**config.mk**
```make
export PLATFORM = sky130hd
export DESIGN_NAME = button_and_selector_event_classifier_flat
export DESIGN_NICKNAME = d
export VERILOG_FILES = /design/src/hw/rtl/bsec_pkg.sv /design/src/hw/rtl/bsec_if.sv /design/src/hw/rtl/bsec_div.sv /design/src/hw/rtl/bsec_front.sv /design/src/hw/rtl/bsec_fifo.sv /design/src/hw/rtl/bsec_back.sv /design/src/hw/rtl/button_and_selector_event_classifier.sv /design/src/flat_wrapper.sv
export SDC_FILE = /design/constraint.sdc
export NUM_CORES = 2
export LEC_CHECK = 0
export ABC_AREA = 1
export BUFFER_PORTS_ARGS = -buffer_cell sky130_fd_sc_hd__buf_2
export CORE_UTILIZATION = 59
export DETAILED_ROUTE_END_ITERATION = 8
export GPL_TIMING_DRIVEN = 0
export PLACE_DENSITY = 0.77
export SYNTH_ARGS = -nofsm -noshare
export SYNTH_HDL_FRONTEND = slang
export SYNTH_SLANG_ARGS = --single-unit
```
**constraint.sdc**
```tcl
create_clock -name clk -period 5.88 [get_ports clk]
set_input_delay 1.176 -clock clk [delete_from_list [all_inputs] [get_ports clk]]
set_output_delay 1.176 -clock clk [all_outputs]
set_load 0.1 [all_outputs]
```
**src/hw/rtl/bsec_pkg.sv**
```systemverilog
// Shared types, constants and helper functions of the button and selector event classifier.
package bsec_pkg;

	localparam int TIME_W    = 16;
	localparam int ELAPSED_W = 10;
	localparam int NUM_SEL   = 3;
	localparam int CFG_IDX_W = 3;

	typedef logic [TIME_W-1:0] ms_t;

	localparam logic [CFG_IDX_W-1:0] REG_CLICK_LIMIT   = 3'd0;
	localparam logic [CFG_IDX_W-1:0] REG_HOLD_PULSE    = 3'd1;
	localparam logic [CFG_IDX_W-1:0] REG_DEBOUNCE      = 3'd2;
	localparam logic [CFG_IDX_W-1:0] REG_REPORT_PERIOD = 3'd3;

	localparam ms_t CLICK_LIMIT_RST   = 16'd1000;
	localparam ms_t HOLD_PULSE_RST    = 16'd500;
	localparam ms_t DEBOUNCE_RST      = 16'd100;
	localparam ms_t REPORT_PERIOD_RST = 16'd1000;
	localparam ms_t TIME_MAX          = 16'hFFFF;

	localparam int SEL_LEFT   = 0;
	localparam int SEL_CENTER = 1;
	localparam int SEL_RIGHT  = 2;

	typedef struct packed {
		ms_t click_limit;
		ms_t hold_pulse;
		ms_t debounce;
		ms_t report_period;
	} cfg_t;

	typedef struct packed {
		logic busy;
		logic done;
	} div_sts_t;

	// Pin group of each selector inside selector_levels.
	function automatic int unsigned sel_group(input int unsigned s);
		int unsigned g;
		case (s)
			SEL_LEFT:   g = 1;
			SEL_CENTER: g = 2;
			default:    g = 0;
		endcase
		return g;
	endfunction

	function automatic ms_t sat_add(input ms_t a, input logic [ELAPSED_W-1:0] b);
		logic [TIME_W:0] s;
		s = {1'b0, a} + {{(TIME_W + 1 - ELAPSED_W){1'b0}}, b};
		return s[TIME_W] ? TIME_MAX : s[TIME_W-1:0];
	endfunction

endpackage

```
**src/hw/rtl/bsec_if.sv**
```systemverilog
// Sample and result channel interfaces of the event classifier.
interface bsec_sample_if import bsec_pkg::*; #(
	parameter int NB = 9,
	parameter int SP = 8
) ();
	logic                    valid;
	logic                    ready;
	logic [NB-1:0]           button_levels;
	logic [NUM_SEL*SP-1:0]   selector_levels;
	logic [ELAPSED_W-1:0]    elapsed_ms;

	modport source (output valid, button_levels, selector_levels, elapsed_ms, input ready);
	modport sink (input valid, button_levels, selector_levels, elapsed_ms, output ready);
endinterface

interface bsec_result_if import bsec_pkg::*; #(
	parameter int NB = 9,
	parameter int SP = 8,
	localparam int PW = $clog2(SP)
) ();
	logic               valid;
	logic               ready;
	logic [NB-1:0]      pressed_mask;
	logic [NB-1:0]      released_mask;
	logic [NB-1:0]      click_mask;
	logic [NB-1:0]      long_click_mask;
	logic [NB-1:0]      long_held_mask;
	logic [NUM_SEL-1:0] selector_changed;
	logic [PW-1:0]      left_position;
	logic [PW-1:0]      center_position;
	logic [PW-1:0]      right_position;
	logic               report_valid;

	modport source (output valid, pressed_mask, released_mask, click_mask, long_click_mask,
		long_held_mask, selector_changed, left_position, center_position, right_position,
		report_valid, input ready);
	modport sink (input valid, pressed_mask, released_mask, click_mask, long_click_mask,
		long_held_mask, selector_changed, left_position, center_position, right_position,
		report_valid, output ready);
endinterface

```
**src/hw/rtl/bsec_div.sv**
```systemverilog
// Bit-serial remainder unit that advances the long-held pulse times of all buttons.
module bsec_div import bsec_pkg::*; #(
	parameter int NB = 9
) (
	input  logic                         clk,
	input  logic                         arst_n,
	input  logic                         start,
	input  logic [NB-1:0]                lanes,
	input  logic [NB-1:0][ELAPSED_W-1:0] diff,
	input  logic [NB-1:0][TIME_W-1:0]    base,
	input  ms_t                          pulse,
	output div_sts_t                     sts,
	output logic [NB-1:0]                done_lanes,
	output logic [NB-1:0][TIME_W-1:0]    next_time
);
	localparam int CNT_W = $clog2(ELAPSED_W + 1);

	logic [CNT_W-1:0]               cnt_q;
	logic                           done_q;
	logic [NB-1:0]                  lanes_q;
	logic [NB-1:0][ELAPSED_W-1:0]   num_q;
	logic [NB-1:0][ELAPSED_W-1:0]   rem_q;
	logic [NB-1:0][TIME_W-1:0]      base_q;
	ms_t                            pulse_q;
	logic [NB-1:0][TIME_W:0]        trial;
	logic [NB-1:0][TIME_W:0]        sum;

	always_comb begin
		for (int i = 0; i < NB; i++) begin
			trial[i] = (TIME_W + 1)'({rem_q[i], num_q[i][ELAPSED_W-1]});
			sum[i] = {1'b0, base_q[i]} + {1'b0, pulse_q}
				- {{(TIME_W + 1 - ELAPSED_W){1'b0}}, rem_q[i]};
			next_time[i] = sum[i][TIME_W] ? '0 : sum[i][TIME_W-1:0];
		end
	end

	always_ff @(posedge clk or negedge arst_n) begin
		if (!arst_n) begin
			cnt_q <= '0;
			done_q <= 1'b0;
		end else begin
			done_q <= (cnt_q == CNT_W'(1));
			if (start) begin
				cnt_q <= CNT_W'(ELAPSED_W);
			end else if (cnt_q != '0) begin
				cnt_q <= cnt_q - 1'b1;
			end
		end
	end

	always_ff @(posedge clk) begin
		if (start) begin
			lanes_q <= lanes;
			num_q <= diff;
			rem_q <= '0;
			base_q <= base;
			pulse_q <= pulse;
		end else if (cnt_q != '0) begin
			for (int i = 0; i < NB; i++) begin
				num_q[i] <= {num_q[i][ELAPSED_W-2:0], 1'b0};
				if (trial[i] >= {1'b0, pulse_q}) begin
					rem_q[i] <= ELAPSED_W'(trial[i] - {1'b0, pulse_q});
				end else begin
					rem_q[i] <= ELAPSED_W'(trial[i]);
				end
			end
		end
	end

	assign sts.busy = (cnt_q != '0);
	assign sts.done = done_q;
	assign done_lanes = lanes_q;

`ifndef SYNTHESIS
	a_start_idle: assert property (@(posedge clk) disable iff (!arst_n)
		start |-> (cnt_q == '0 && !done_q))
		else $error("remainder unit started while still working");
	a_done_single: assert property (@(posedge clk) disable iff (!arst_n)
		done_q |=> !done_q)
		else $error("remainder done held longer than one cycle");
`endif
endmodule

```
**src/hw/rtl/bsec_front.sv**
```systemverilog
// Front stage: takes samples, classifies button events and latches falling selector pins.
module bsec_front import bsec_pkg::*; #(
	parameter int NB = 9,
	parameter int SP = 8,
	localparam int PW = $clog2(SP)
) (
	input  logic                           clk,
	input  logic                           arst_n,
	input  cfg_t                           cfg,
	bsec_sample_if.sink                    sample,
	input  logic                           queue_full,
	input  div_sts_t                       div_sts,
	input  logic [NB-1:0]                  div_lanes,
	input  logic [NB-1:0][TIME_W-1:0]      div_next,
	output logic                           div_start,
	output logic [NB-1:0]                  div_mask,
	output logic [NB-1:0][ELAPSED_W-1:0]   div_diff,
	output logic [NB-1:0][TIME_W-1:0]      div_base,
	output ms_t                            div_pulse,
	output logic                           push,
	output logic [NB-1:0]                  pressed,
	output logic [NB-1:0]                  released,
	output logic [NB-1:0]                  click,
	output logic [NB-1:0]                  long_click,
	output logic [NB-1:0]                  long_held,
	output logic [NUM_SEL-1:0][PW-1:0]     raw_pos,
	output logic [ELAPSED_W-1:0]           elapsed
);
	logic [NB-1:0]                  prev_q;
	logic [NB-1:0]                  down_q;
	logic [NB-1:0][TIME_W-1:0]      hold_q;
	logic [NB-1:0][TIME_W-1:0]      next_q;
	logic [NUM_SEL*SP-1:0]          sel_prev_q;
	logic [NUM_SEL-1:0][PW-1:0]     raw_q;

	logic                           accept;
	ms_t                            pulse;
	logic [NB-1:0]                  chg;
	logic [NB-1:0][TIME_W-1:0]      hold_add;
	logic [NUM_SEL-1:0][SP-1:0]     fall;

	assign sample.ready = !queue_full && !div_sts.busy && !div_sts.done;
	assign accept = sample.valid && sample.ready;

	always_comb begin
		pulse = (cfg.hold_pulse == '0) ? ms_t'(1) : cfg.hold_pulse;
		chg = sample.button_levels ^ prev_q;
		for (int i = 0; i < NB; i++) begin
			hold_add[i] = down_q[i] ? sat_add(hold_q[i], sample.elapsed_ms) : hold_q[i];
			pressed[i] = chg[i] & ~down_q[i];
			released[i] = chg[i] & down_q[i];
			click[i] = released[i] & (hold_add[i] < cfg.click_limit);
			long_click[i] = released[i] & (hold_add[i] >= cfg.click_limit);
			long_held[i] = ~chg[i] & down_q[i] & (next_q[i] != '0)
				& (hold_add[i] >= next_q[i]);
			div_diff[i] = ELAPSED_W'(hold_add[i] - next_q[i]);
		end
	end

	// The highest falling pin of a selector wins.
	always_comb begin
		for (int s = 0; s < NUM_SEL; s++) begin
			fall[s] = sel_prev_q[sel_group(s)*SP +: SP]
				& ~sample.selector_levels[sel_group(s)*SP +: SP];
			raw_pos[s] = raw_q[s];
			for (int p = 0; p < SP; p++) begin
				if (fall[s][p]) begin
					raw_pos[s] = PW'(p);
				end
			end
		end
	end

	assign push = accept;
	assign elapsed = sample.elapsed_ms;
	assign div_start = accept && (|long_held);
	assign div_mask = long_held;
	assign div_base = hold_add;
	assign div_pulse = pulse;

	always_ff @(posedge clk or negedge arst_n) begin
		if (!arst_n) begin
			prev_q <= '1;
			down_q <= '0;
			hold_q <= '0;
			next_q <= '0;
			sel_prev_q <= '1;
			raw_q <= '0;
		end else begin
			if (accept) begin
				prev_q <= sample.button_levels;
				down_q <= down_q ^ chg;
				sel_prev_q <= sample.selector_levels;
				raw_q <= raw_pos;
				for (int i = 0; i < NB; i++) begin
					if (pressed[i]) begin
						hold_q[i] <= '0;
						next_q[i] <= pulse;
					end else begin
						hold_q[i] <= hold_add[i];
					end
				end
			end
			if (div_sts.done) begin
				for (int i = 0; i < NB; i++) begin
					if (div_lanes[i]) begin
						next_q[i] <= div_next[i];
					end
				end
			end
		end
	end
endmodule

```
**src/hw/rtl/bsec_fifo.sv**
```systemverilog
// Short queue of classified sample records between the front and back stages.
module bsec_fifo #(
	parameter int W = 8,
	parameter int DEPTH = 4
) (
	input  logic         clk,
	input  logic         arst_n,
	input  logic         push,
	input  logic [W-1:0] din,
	output logic         full,
	input  logic         pop,
	output logic [W-1:0] dout,
	output logic         empty
);
	localparam int AW = $clog2(DEPTH);

	logic [W-1:0]  mem_q [DEPTH];
	logic [AW-1:0] wr_q;
	logic [AW-1:0] rd_q;
	logic [AW:0]   cnt_q;

	assign full = (cnt_q == (AW + 1)'(DEPTH));
	assign empty = (cnt_q == '0);
	assign dout = mem_q[rd_q];

	always_ff @(posedge clk or negedge arst_n) begin
		if (!arst_n) begin
			wr_q <= '0;
			rd_q <= '0;
			cnt_q <= '0;
		end else begin
			if (push) begin
				wr_q <= (wr_q == AW'(DEPTH - 1)) ? '0 : wr_q + 1'b1;
			end
			if (pop) begin
				rd_q <= (rd_q == AW'(DEPTH - 1)) ? '0 : rd_q + 1'b1;
			end
			if (push && !pop) begin
				cnt_q <= cnt_q + 1'b1;
			end else if (pop && !push) begin
				cnt_q <= cnt_q - 1'b1;
			end
		end
	end

	always_ff @(posedge clk) begin
		if (push) begin
			mem_q[wr_q] <= din;
		end
	end

`ifndef SYNTHESIS
	a_no_overflow: assert property (@(posedge clk) disable iff (!arst_n)
		push |-> !full)
		else $error("queue written while full");
	a_no_underflow: assert property (@(posedge clk) disable iff (!arst_n)
		pop |-> !empty)
		else $error("queue read while empty");
	a_count_range: assert property (@(posedge clk) disable iff (!arst_n)
		cnt_q <= (AW + 1)'(DEPTH))
		else $error("queue count beyond depth");
`endif
endmodule

```
**src/hw/rtl/bsec_back.sv**
```systemverilog
// Back stage: selector debounce compare, periodic report timer and the result register.
module bsec_back import bsec_pkg::*; #(
	parameter int NB = 9,
	parameter int SP = 8,
	localparam int PW = $clog2(SP)
) (
	input  logic                       clk,
	input  logic                       arst_n,
	input  cfg_t                       cfg,
	input  logic                       avail,
	output logic                       pop,
	input  logic [NB-1:0]              pressed,
	input  logic [NB-1:0]              released,
	input  logic [NB-1:0]              click,
	input  logic [NB-1:0]              long_click,
	input  logic [NB-1:0]              long_held,
	input  logic [NUM_SEL-1:0][PW-1:0] raw_pos,
	input  logic [ELAPSED_W-1:0]       elapsed,
	bsec_result_if.source              result
);
	ms_t                        dt_q;
	ms_t                        rt_q;
	logic [NUM_SEL-1:0][PW-1:0] cmp_q;
	logic [NUM_SEL-1:0][PW-1:0] stab_q;
	logic                       out_valid_q;
	logic [NB-1:0]              pressed_q;
	logic [NB-1:0]              released_q;
	logic [NB-1:0]              click_q;
	logic [NB-1:0]              long_click_q;
	logic [NB-1:0]              long_held_q;
	logic [NUM_SEL-1:0]         changed_q;
	logic [NUM_SEL-1:0][PW-1:0] pos_q;
	logic                       report_q;

	ms_t                        dt_add;
	ms_t                        rt_add;
	logic                       deb_fire;
	logic                       rep_fire;
	logic [NUM_SEL-1:0]         changed;
	logic [NUM_SEL-1:0][PW-1:0] stab_n;

	assign pop = avail && (!out_valid_q || result.ready);

	always_comb begin
		dt_add = sat_add(dt_q, elapsed);
		rt_add = sat_add(rt_q, elapsed);
		deb_fire = (dt_add > cfg.debounce);
		rep_fire = (rt_add > cfg.report_period);
		for (int s = 0; s < NUM_SEL; s++) begin
			changed[s] = deb_fire && (raw_pos[s] != cmp_q[s]);
			stab_n[s] = changed[s] ? raw_pos[s] : stab_q[s];
		end
	end

	always_ff @(posedge clk or negedge arst_n) begin
		if (!arst_n) begin
			dt_q <= '0;
			rt_q <= '0;
			cmp_q <= '0;
			stab_q <= '0;
			out_valid_q <= 1'b0;
		end else begin
			if (pop) begin
				dt_q <= deb_fire ? '0 : dt_add;
				rt_q <= rep_fire ? '0 : rt_add;
				if (deb_fire) begin
					cmp_q <= raw_pos;
				end
				stab_q <= stab_n;
				out_valid_q <= 1'b1;
			end else if (result.ready) begin
				out_valid_q <= 1'b0;
			end
		end
	end

	always_ff @(posedge clk) begin
		if (pop) begin
			pressed_q <= pressed;
			released_q <= released;
			click_q <= click;
			long_click_q <= long_click;
			long_held_q <= long_held;
			changed_q <= changed;
			pos_q <= stab_n;
			report_q <= rep_fire;
		end
	end

	assign result.valid = out_valid_q;
	assign result.pressed_mask = pressed_q;
	assign result.released_mask = released_q;
	assign result.click_mask = click_q;
	assign result.long_click_mask = long_click_q;
	assign result.long_held_mask = long_held_q;
	assign result.selector_changed = changed_q;
	assign result.left_position = pos_q[SEL_LEFT];
	assign result.center_position = pos_q[SEL_CENTER];
	assign result.right_position = pos_q[SEL_RIGHT];
	assign result.report_valid = report_q;
endmodule

```
**src/hw/rtl/button_and_selector_event_classifier.sv**
```systemverilog
// Top level of the button and rotary selector event classifier.
//
// Channel  Direction  Beat
// sample   in         button_levels, selector_levels, elapsed_ms
// result   out        event masks, selector_changed, positions, report_valid
// cfg      in         cfg_we, cfg_index, cfg_data (write only)
//
// A sample is taken every cycle while the four-beat queue has room and the remainder unit is idle.
// Its classified record passes through the queue into the result register.
// A sample that raises a long-held pulse holds sample.ready low while the shared
// remainder unit finds the next pulse times one bit per cycle and hands them back.
// The result register and the queue let the result side stall without stopping intake until the queue is full.
// Reset is asynchronous and needs no clearing pass.
module button_and_selector_event_classifier import bsec_pkg::*; #(
	parameter int NUM_BUTTONS = 9,
	parameter int SELECTOR_POSITIONS = 8
) (
	input  logic                 clk,
	input  logic                 arst_n,
	input  logic                 cfg_we,
	input  logic [CFG_IDX_W-1:0] cfg_index,
	input  logic [TIME_W-1:0]    cfg_data,
	bsec_sample_if.sink          sample,
	bsec_result_if.source        result
);
	localparam int NB = NUM_BUTTONS;
	localparam int SP = SELECTOR_POSITIONS;
	localparam int PW = $clog2(SP);
	localparam int QUEUE_DEPTH = 4;
	localparam int O_RAW = ELAPSED_W;
	localparam int O_HELD = O_RAW + NUM_SEL * PW;
	localparam int O_LCLK = O_HELD + NB;
	localparam int O_CLK = O_LCLK + NB;
	localparam int O_REL = O_CLK + NB;
	localparam int O_PRS = O_REL + NB;
	localparam int REC_W = O_PRS + NB;

	cfg_t                         cfg_q;
	div_sts_t                     div_sts;
	logic                         div_start;
	logic [NB-1:0]                div_mask;
	logic [NB-1:0][ELAPSED_W-1:0] div_diff;
	logic [NB-1:0][TIME_W-1:0]    div_base;
	ms_t                          div_pulse;
	logic [NB-1:0]                div_lanes;
	logic [NB-1:0][TIME_W-1:0]    div_next;

	logic                         push;
	logic                         pop;
	logic                         full;
	logic                         empty;
	logic [NB-1:0]                f_pressed;
	logic [NB-1:0]                f_released;
	logic [NB-1:0]                f_click;
	logic [NB-1:0]                f_long_click;
	logic [NB-1:0]                f_long_held;
	logic [NUM_SEL-1:0][PW-1:0]   f_raw;
	logic [ELAPSED_W-1:0]         f_elapsed;
	logic [REC_W-1:0]             rec_in;
	logic [REC_W-1:0]             rec_out;
	logic [NUM_SEL-1:0][PW-1:0]   b_raw;

	always_ff @(posedge clk or negedge arst_n) begin
		if (!arst_n) begin
			cfg_q.click_limit <= CLICK_LIMIT_RST;
			cfg_q.hold_pulse <= HOLD_PULSE_RST;
			cfg_q.debounce <= DEBOUNCE_RST;
			cfg_q.report_period <= REPORT_PERIOD_RST;
		end else if (cfg_we) begin
			case (cfg_index)
				REG_CLICK_LIMIT:   cfg_q.click_limit <= cfg_data;
				REG_HOLD_PULSE:    cfg_q.hold_pulse <= cfg_data;
				REG_DEBOUNCE:      cfg_q.debounce <= cfg_data;
				REG_REPORT_PERIOD: cfg_q.report_period <= cfg_data;
				default:           cfg_q <= cfg_q;
			endcase
		end
	end

	bsec_front #(
		.NB(NB),
		.SP(SP)
	) u_front (
		.clk        (clk),
		.arst_n     (arst_n),
		.cfg        (cfg_q),
		.sample     (sample),
		.queue_full (full),
		.div_sts    (div_sts),
		.div_lanes  (div_lanes),
		.div_next   (div_next),
		.div_start  (div_start),
		.div_mask   (div_mask),
		.div_diff   (div_diff),
		.div_base   (div_base),
		.div_pulse  (div_pulse),
		.push       (push),
		.pressed    (f_pressed),
		.released   (f_released),
		.click      (f_click),
		.long_click (f_long_click),
		.long_held  (f_long_held),
		.raw_pos    (f_raw),
		.elapsed    (f_elapsed)
	);

	bsec_div #(
		.NB(NB)
	) u_div (
		.clk        (clk),
		.arst_n     (arst_n),
		.start      (div_start),
		.lanes      (div_mask),
		.diff       (div_diff),
		.base       (div_base),
		.pulse      (div_pulse),
		.sts        (div_sts),
		.done_lanes (div_lanes),
		.next_time  (div_next)
	);

	assign rec_in = {f_pressed, f_released, f_click, f_long_click, f_long_held, f_raw, f_elapsed};

	bsec_fifo #(
		.W(REC_W),
		.DEPTH(QUEUE_DEPTH)
	) u_fifo (
		.clk    (clk),
		.arst_n (arst_n),
		.push   (push),
		.din    (rec_in),
		.full   (full),
		.pop    (pop),
		.dout   (rec_out),
		.empty  (empty)
	);

	assign b_raw = rec_out[O_HELD-1:O_RAW];

	bsec_back #(
		.NB(NB),
		.SP(SP)
	) u_back (
		.clk        (clk),
		.arst_n     (arst_n),
		.cfg        (cfg_q),
		.avail      (!empty),
		.pop        (pop),
		.pressed    (rec_out[O_PRS +: NB]),
		.released   (rec_out[O_REL +: NB]),
		.click      (rec_out[O_CLK +: NB]),
		.long_click (rec_out[O_LCLK +: NB]),
		.long_held  (rec_out[O_HELD +: NB]),
		.raw_pos    (b_raw),
		.elapsed    (rec_out[ELAPSED_W-1:0]),
		.result     (result)
	);
endmodule

```
**src/flat_wrapper.sv**
```systemverilog
// flat-port wrapper written by rule: the top's interface ports become plain ports
module button_and_selector_event_classifier_flat import bsec_pkg::*;
#(
	parameter int NUM_BUTTONS = 9,
	parameter int SELECTOR_POSITIONS = 8
)
  (clk, arst_n, cfg_we, cfg_index, cfg_data, sample_valid, sample_button_levels, sample_selector_levels, sample_elapsed_ms, sample_ready, result_valid, result_pressed_mask, result_released_mask, result_click_mask, result_long_click_mask, result_long_held_mask, result_selector_changed, result_left_position, result_center_position, result_right_position, result_report_valid, result_ready);
  bsec_sample_if #(.NB((9)), .SP((8))) sample_i ();
  bsec_result_if #(.NB((9)), .SP((8))) result_i ();
  input  logic clk;
  input  logic arst_n;
  input  logic cfg_we;
  input  logic [CFG_IDX_W-1:0] cfg_index;
  input  logic [TIME_W-1:0] cfg_data;
  input wire logic [$bits(sample_i.valid)-1:0] sample_valid;
  input wire logic [$bits(sample_i.button_levels)-1:0] sample_button_levels;
  input wire logic [$bits(sample_i.selector_levels)-1:0] sample_selector_levels;
  input wire logic [$bits(sample_i.elapsed_ms)-1:0] sample_elapsed_ms;
  output wire logic [$bits(sample_i.ready)-1:0] sample_ready;
  output wire logic [$bits(result_i.valid)-1:0] result_valid;
  output wire logic [$bits(result_i.pressed_mask)-1:0] result_pressed_mask;
  output wire logic [$bits(result_i.released_mask)-1:0] result_released_mask;
  output wire logic [$bits(result_i.click_mask)-1:0] result_click_mask;
  output wire logic [$bits(result_i.long_click_mask)-1:0] result_long_click_mask;
  output wire logic [$bits(result_i.long_held_mask)-1:0] result_long_held_mask;
  output wire logic [$bits(result_i.selector_changed)-1:0] result_selector_changed;
  output wire logic [$bits(result_i.left_position)-1:0] result_left_position;
  output wire logic [$bits(result_i.center_position)-1:0] result_center_position;
  output wire logic [$bits(result_i.right_position)-1:0] result_right_position;
  output wire logic [$bits(result_i.report_valid)-1:0] result_report_valid;
  input wire logic [$bits(result_i.ready)-1:0] result_ready;
  assign sample_i.valid = sample_valid;
  assign sample_i.button_levels = sample_button_levels;
  assign sample_i.selector_levels = sample_selector_levels;
  assign sample_i.elapsed_ms = sample_elapsed_ms;
  assign sample_ready = sample_i.ready;
  assign result_valid = result_i.valid;
  assign result_pressed_mask = result_i.pressed_mask;
  assign result_released_mask = result_i.released_mask;
  assign result_click_mask = result_i.click_mask;
  assign result_long_click_mask = result_i.long_click_mask;
  assign result_long_held_mask = result_i.long_held_mask;
  assign result_selector_changed = result_i.selector_changed;
  assign result_left_position = result_i.left_position;
  assign result_center_position = result_i.center_position;
  assign result_right_position = result_i.right_position;
  assign result_report_valid = result_i.report_valid;
  assign result_i.ready = result_ready;
  button_and_selector_event_classifier #(.NUM_BUTTONS(NUM_BUTTONS), .SELECTOR_POSITIONS(SELECTOR_POSITIONS)) u_core (.clk(clk), .arst_n(arst_n), .cfg_we(cfg_we), .cfg_index(cfg_index), .cfg_data(cfg_data), .sample(sample_i), .result(result_i));
endmodule
```
# Yosys cells after proc, flatten, opt, wreduce, memory -nomap -nowiden
# Memory sizes are Yosys's and may differ from the RTL's.
# Cells that the tools add are included.
# word_totals
ff_bits	873
latchBits	0
mem_bits_rw	256
romBits	0
inputBits	67
out_inout_bits	60
word_cells	420
n_memories	1
# mem_list
name	depth	width	read_ports	rd_ports_with_merged_regs	wr	line	rtl
u_core.u_fifo.mem_q	4	64	1	0	1	bsec_fifo.sv:17	logic [W-1:0] mem_q [DEPTH];
# op_classes
addsub	52
mul	0
n_div	0
order_cmp	38
eq_ne	10
n_shift	0
mux	109
n_bitwise	89
reduce_logical	40
# ops
cell	n
16-bit 2-to-1 mux	59
16-bit greater-or-equal comparator	18
144-bit 2-to-1 mux	2
16-bit by 10-bit adder with 17-bit output	11
90-bit 2-to-1 mux	2
10-bit subtractor	18
16-bit by 16-bit adder with 17-bit output	9
17-bit by 10-bit subtractor with 17-bit output	9
11-bit by 16-bit greater-or-equal comparator with 1-bit output	9
16-bit less-than comparator	9
16-bit nonzero test	9
10-bit 2-to-1 mux	9
3-bit 2-to-1 mux	29
1-bit AND	63
16-bit greater-than comparator	2
8-bit AND	3
8-bit inverter	3
1-bit inverter	18
9-bit XOR	2
16-bit logical NOT	1
1-bit logical AND	10
2-bit AND reduction	5
3-bit != test	3
9-bit OR reduction	1
17 further kinds	34

# Logic depth before layout (Yosys ltp)
# logic_depth
depth_word	10
mapped_depth	31
depth_no_buf	27

# By module
# Synthesis repeated with hierarchy kept, for this count alone.
# hier_totals
hier_cells	10604
hier_area_um2	82276.4
# modules_own_cells
module	n_inst	cells_each	area_each_um2	seq_area_each_um2
bsec_front	1	4647	31828.0	8524.4
bsec_div	1	4108	30648.1	9704.3
bsec_fifo	1	799	10654.0	7862.5
bsec_back	1	764	6501.2	3017.9
button_and_selector_event_classifier	1	286	2645.0	1627.8

# Worst setup path before layout
# No wires, ideal clock.
# synth_timing
kind	input port to flip-flop
from	input port sample_elapsed_ms[0]
to	register u_core.u_div.num_q[0] (netlist name), enable pin
setup_ns	0.863
t_arrival_ns	6.023
required_time_ns	5.017
path_slack_ns	-1.006
stages	26
n_path_buf	2
cell_sequence	ha_1 > fa_1 > nand3_1 > nand3_1 > and2_1 > nand2_1 > nand2_1 > or2_2 > nand2_1 > ha_1 > inv_1 > fa_1 > nand3_1 > nand2_1 > nand2_1 > nand2_1 > nand2_1 > nand3_1 > nand2_1 > nand3_1 > nor2_2 > nand2_4 > nand2_4 > buf_4 > buf_2 > nand2_1
# synth_via
elab_chain_len	8
elab_cells_between_ends	48
classes_between	9 x add/sub; 9 x order compare; 18 x mux; 9 x bitwise; 3 x reduce/logical
# synth_lines
element	line	rtl
from (decl)	flat_wrapper.sv:18	input wire logic [$bits(sample_i.elapsed_ms)-1:0] sample_elapsed_ms;
16-bit by 10-bit adder with 17-bit output	bsec_pkg.sv:51	s = {1'b0, a} + {{(TIME_W + 1 - ELAPSED_W){1'b0}}, b};
16-bit 2-to-1 mux	bsec_pkg.sv:52	return s[TIME_W] ? TIME_MAX : s[TIME_W-1:0];
16-bit 2-to-1 mux	bsec_front.sv:49	hold_add[i] = down_q[i] ? sat_add(hold_q[i], sample.elapsed_ms) : hold_q[i];
16-bit greater-or-equal comparator	bsec_front.sv:55	& (hold_add[i] >= next_q[i]);
1-bit AND	bsec_front.sv:55	
9-bit OR reduction (*)	bsec_front.sv:76	assign div_start = accept && (|long_held);
1-bit logical AND (*)	bsec_front.sv:76	
2-bit nonzero test (no line) (*)	n/a	
to (signal assigned)	bsec_div.sv:54	num_q <= diff;
to (signal, indexed assignment)	bsec_div.sv:60	num_q[i] <= {num_q[i][ELAPSED_W-2:0], 1'b0};
to (decl)	bsec_div.sv:21	logic [NB-1:0][ELAPSED_W-1:0] num_q;
# Mark *: on every way between the ends. The rest lies on a longest branch, timed or not.
# A chain may end at the register's enable or synchronous reset.

==> flow_summary.yaml <==
global_routing:
  grt_max_degree: 115
  track_usage: 0.3873
  grt_pass1_wl_mm: 395.4
  grt_use_met3: 0.07807
  gr-total-overflow: 0
  grt_pass1_vias: 67400
  busiest_layer: "met2"
  grtUsageMet1: 0.5016
  grtUsageMet2: 0.5926
  antenna_found_initial: 12
timing:
  skew_ns: 0.03207
  totalNegativeSetupSlack_ns: 0
  fin_crit_ns: 5.762
  setup_ws_ns: 0.1178
  hold_viol_final: 0
  worst_pin_slew_ns: 1.634
  slew_violations: 46
  post-route-period-util: 0.9800
  finalSetupViolCount: 0
  max_freq_mhz: 173.5
  slew_headroom: -0.08927
synthesis:
  syn_inst: 9793
  synth.largest_area_cell: "edfxtp_1"
  ys_types: 61
  async_flop_share: 0.4128
  syn_area_per_cell_um2: 8.051
  synth-edff-count: 573
  yosysWarnings: 0
  synthFlopType: "edfxtp_1"
  netlist.area_leader.share: 0.2182
  syn_nets: 10750
  synth-seq-cells: 1129
  synth_area_leaders: "edfxtp_1 (22%), dfrtp_1 (13%), ha_1 (12%)"
  yosysSeqAreaShare: 0.3899
  netlist_area_um2: 78840
layout:
  layout_common_cells: "nand2_1 (2,256), inv_1 (1,408), ha_1 (772)"
  nets: 11050
  finalInstanceArea_um2: 87270
  drive_above_1_share: 0.07566
  final_common_cell: "nand2_1"
  syn_to_final_growth_pct: 10.69
floorplanning:
  dieWidth_um: 367.6
  ios: 127
  dieArea_um2: 135100
  start_util: 0.5975
  rows: 133
  core_um2: 132000
  die_h_um: 367.6
setup_path:
  crit_required_ns: 6.32
  critPathKind: "in -> reg"
  reg2reg_slack_ns: 0.29
  slowest_delay_ns: 0.68
  crit_slowest_cell: "a31oi_1"
  startpoint_type: "input pin"
  end_kind: "flip-flop"
  path_max_fanout: 23
  crit_top_cell: "nand2_1"
  arrival_ns: 6.20
placement:
  portBuffers: 126
  dpl.hpwl_mm: 196.6
  placed_area_um2: 82240
  gp_routability_congestion: 0.9928
  place_ws_ns: -2.765
clock_network:
  cts_tree: "yes"
  clk_pin_slew_ns: 0.06
  cts_htree_levels: 4
  cts_buffer_depth: 3
  cts.sinks: 1129
  clk_latency_ns: 0.80
  cts_root_buffer: "clkbuf_16"
  cts_buffers: 130
status:
  violations: "capacitance limit, slew limit"
  run_status: "complete, but fails checks"
min_path:
  hp-class: "in -> async"
drt:
  drt-wirelength-per-cell_um: 22.17
  viasPerCell: 5.992
  wl_mm: 265.3
  drtPass1Iterations: 6
  first_iter_violations: 8428
  drc_errors: 0
  num_vias: 71710
  antenna_left: 0
power:
  irDropWorstVdd_uv: 471.9
  p_per_area_nw_per_um2: 635.2
  power_mw: 55.44
  leakagePower_nw: 42.43
flow_run:
  max_cap_violations: 4
## synth_stat cells (6+ instances only)
library cell / count
a21oi_1: 599
nand3b_1: 34
buf_1: 8
o211ai_1: 47
edfxtp_1: 573
nor2_2: 74
and2_1: 18
nor3_1: 82
nor4_1: 13
nor2_4: 14
clkinv_1: 6
dfrtp_1: 412
inv_2: 9
a221oi_1: 9
a31oi_1: 32
o21bai_1: 27
ha_1: 772
buf_2: 63
o21ai_0: 721
xnor2_1: 163
nand2_1: 2262
nand3_1: 633
nor2_1: 642
a21boi_0: 34
nand4_1: 187
buf_8: 8
or2_2: 75
o21a_1: 30
dfxtp_1: 90
a22oi_1: 11
a21o_1: 37
inv_1: 1419
fa_1: 120
o31ai_1: 14
o22ai_1: 65
clkbuf_1: 168
xor2_1: 162
o21ai_2: 6
dfstp_2: 54
buf_4: 10
o21ai_1: 48
## cell type report
cell class,instances,area (um^2)
clock inverters,74,878.3
fillers,11120,44690
flip-flops and latches,1129,30740
diodes,8,20.02
multi-input cells,6974,41800
well taps,1755,2196
inverters,1434,5386
clock buffers,168,3548
plain buffers,259,1291
repair buffers,166,1411
## layer usage
layer | vias to the layer above | wire [um]
li1 | 33150 | -
met1 | 34040 | 103300
met2 | 3647 | 115400
met3 | 868 | 27090
met4 | 6 | 19390
met5 | - | 86
## state kept, by name (all words and copies together), names as in the netlist, 24 cells and up
register and count:
u_core.cfg_q 64, u_core.u_div.base_q 144, u_core.u_div.num_q 90, u_core.u_div.rem_q 90, u_core.u_fifo.mem_q 256, u_core.u_front.hold_q 144
u_core.u_front.next_q 144, u_core.u_front.sel_prev_q 24
## worst max-delay path: cells and delay by family
family          cells  cell delay (ns)
fa+ha+maj           3             0.90
compound gates      3             1.12
buf+inv             3             0.81
simple gates       17             2.10
## logic make-up (layout without fill, tap and decap cells)
kind of cell,count (synthesis),after routing,synth area share
buf+inv,1696,2101,0.08384
flops,1129,1129,0.3899
xor+xnor,325,325,0.03610
simple gates,4053,4059,0.2200
other cells,0,8,0
mux,1,1,0.0001270
fa+ha+maj,892,892,0.1530
compound gates,1697,1697,0.1171
## timing repair
item,in CTS,in global routing
pin swaps,1,1
cloned,7,3
endpoints found under the setup margin,505,282
buffers inserted,9,4
resized for setup,64,44
hold buffers,0,0
## power breakdown
part / switching, mW / internal [mW]
Combinational: 22.5 / 11.2
Sequential: 1.78 / 11.4
Clock: 3.64 / 4.90
## worst paths after layout
check,cells past startpoint,from,end
max in group asynchronous,3,arst_n,u_core.u_back.stab_q[3]
min in group clk,2,u_core.u_front.prev_q[0],u_core.u_front.prev_q[0]
min,1,arst_n,u_core.u_front.next_q[90]
min reg2reg,2,u_core.u_front.prev_q[0],u_core.u_front.prev_q[0]
max,26,sample_elapsed_ms[0],u_core.u_div.num_q[19]
max reg2reg,25,u_core.u_fifo.rd_q[0],u_core.u_back.dt_q[13]
## metrics by stage
step,cells,utilization,hold slack [ns]
after CTS,11950,0.6598,0.3330
after floorplan,9793,-,0.4495
after detailed placement,11700,0.6232,0.4610
after global placement,11670,0.6190,0.4572
after global routing,11960,0.6613,0.3874
final,11970,0.6614,0.3275
Power figures use the tool's default switching activity.
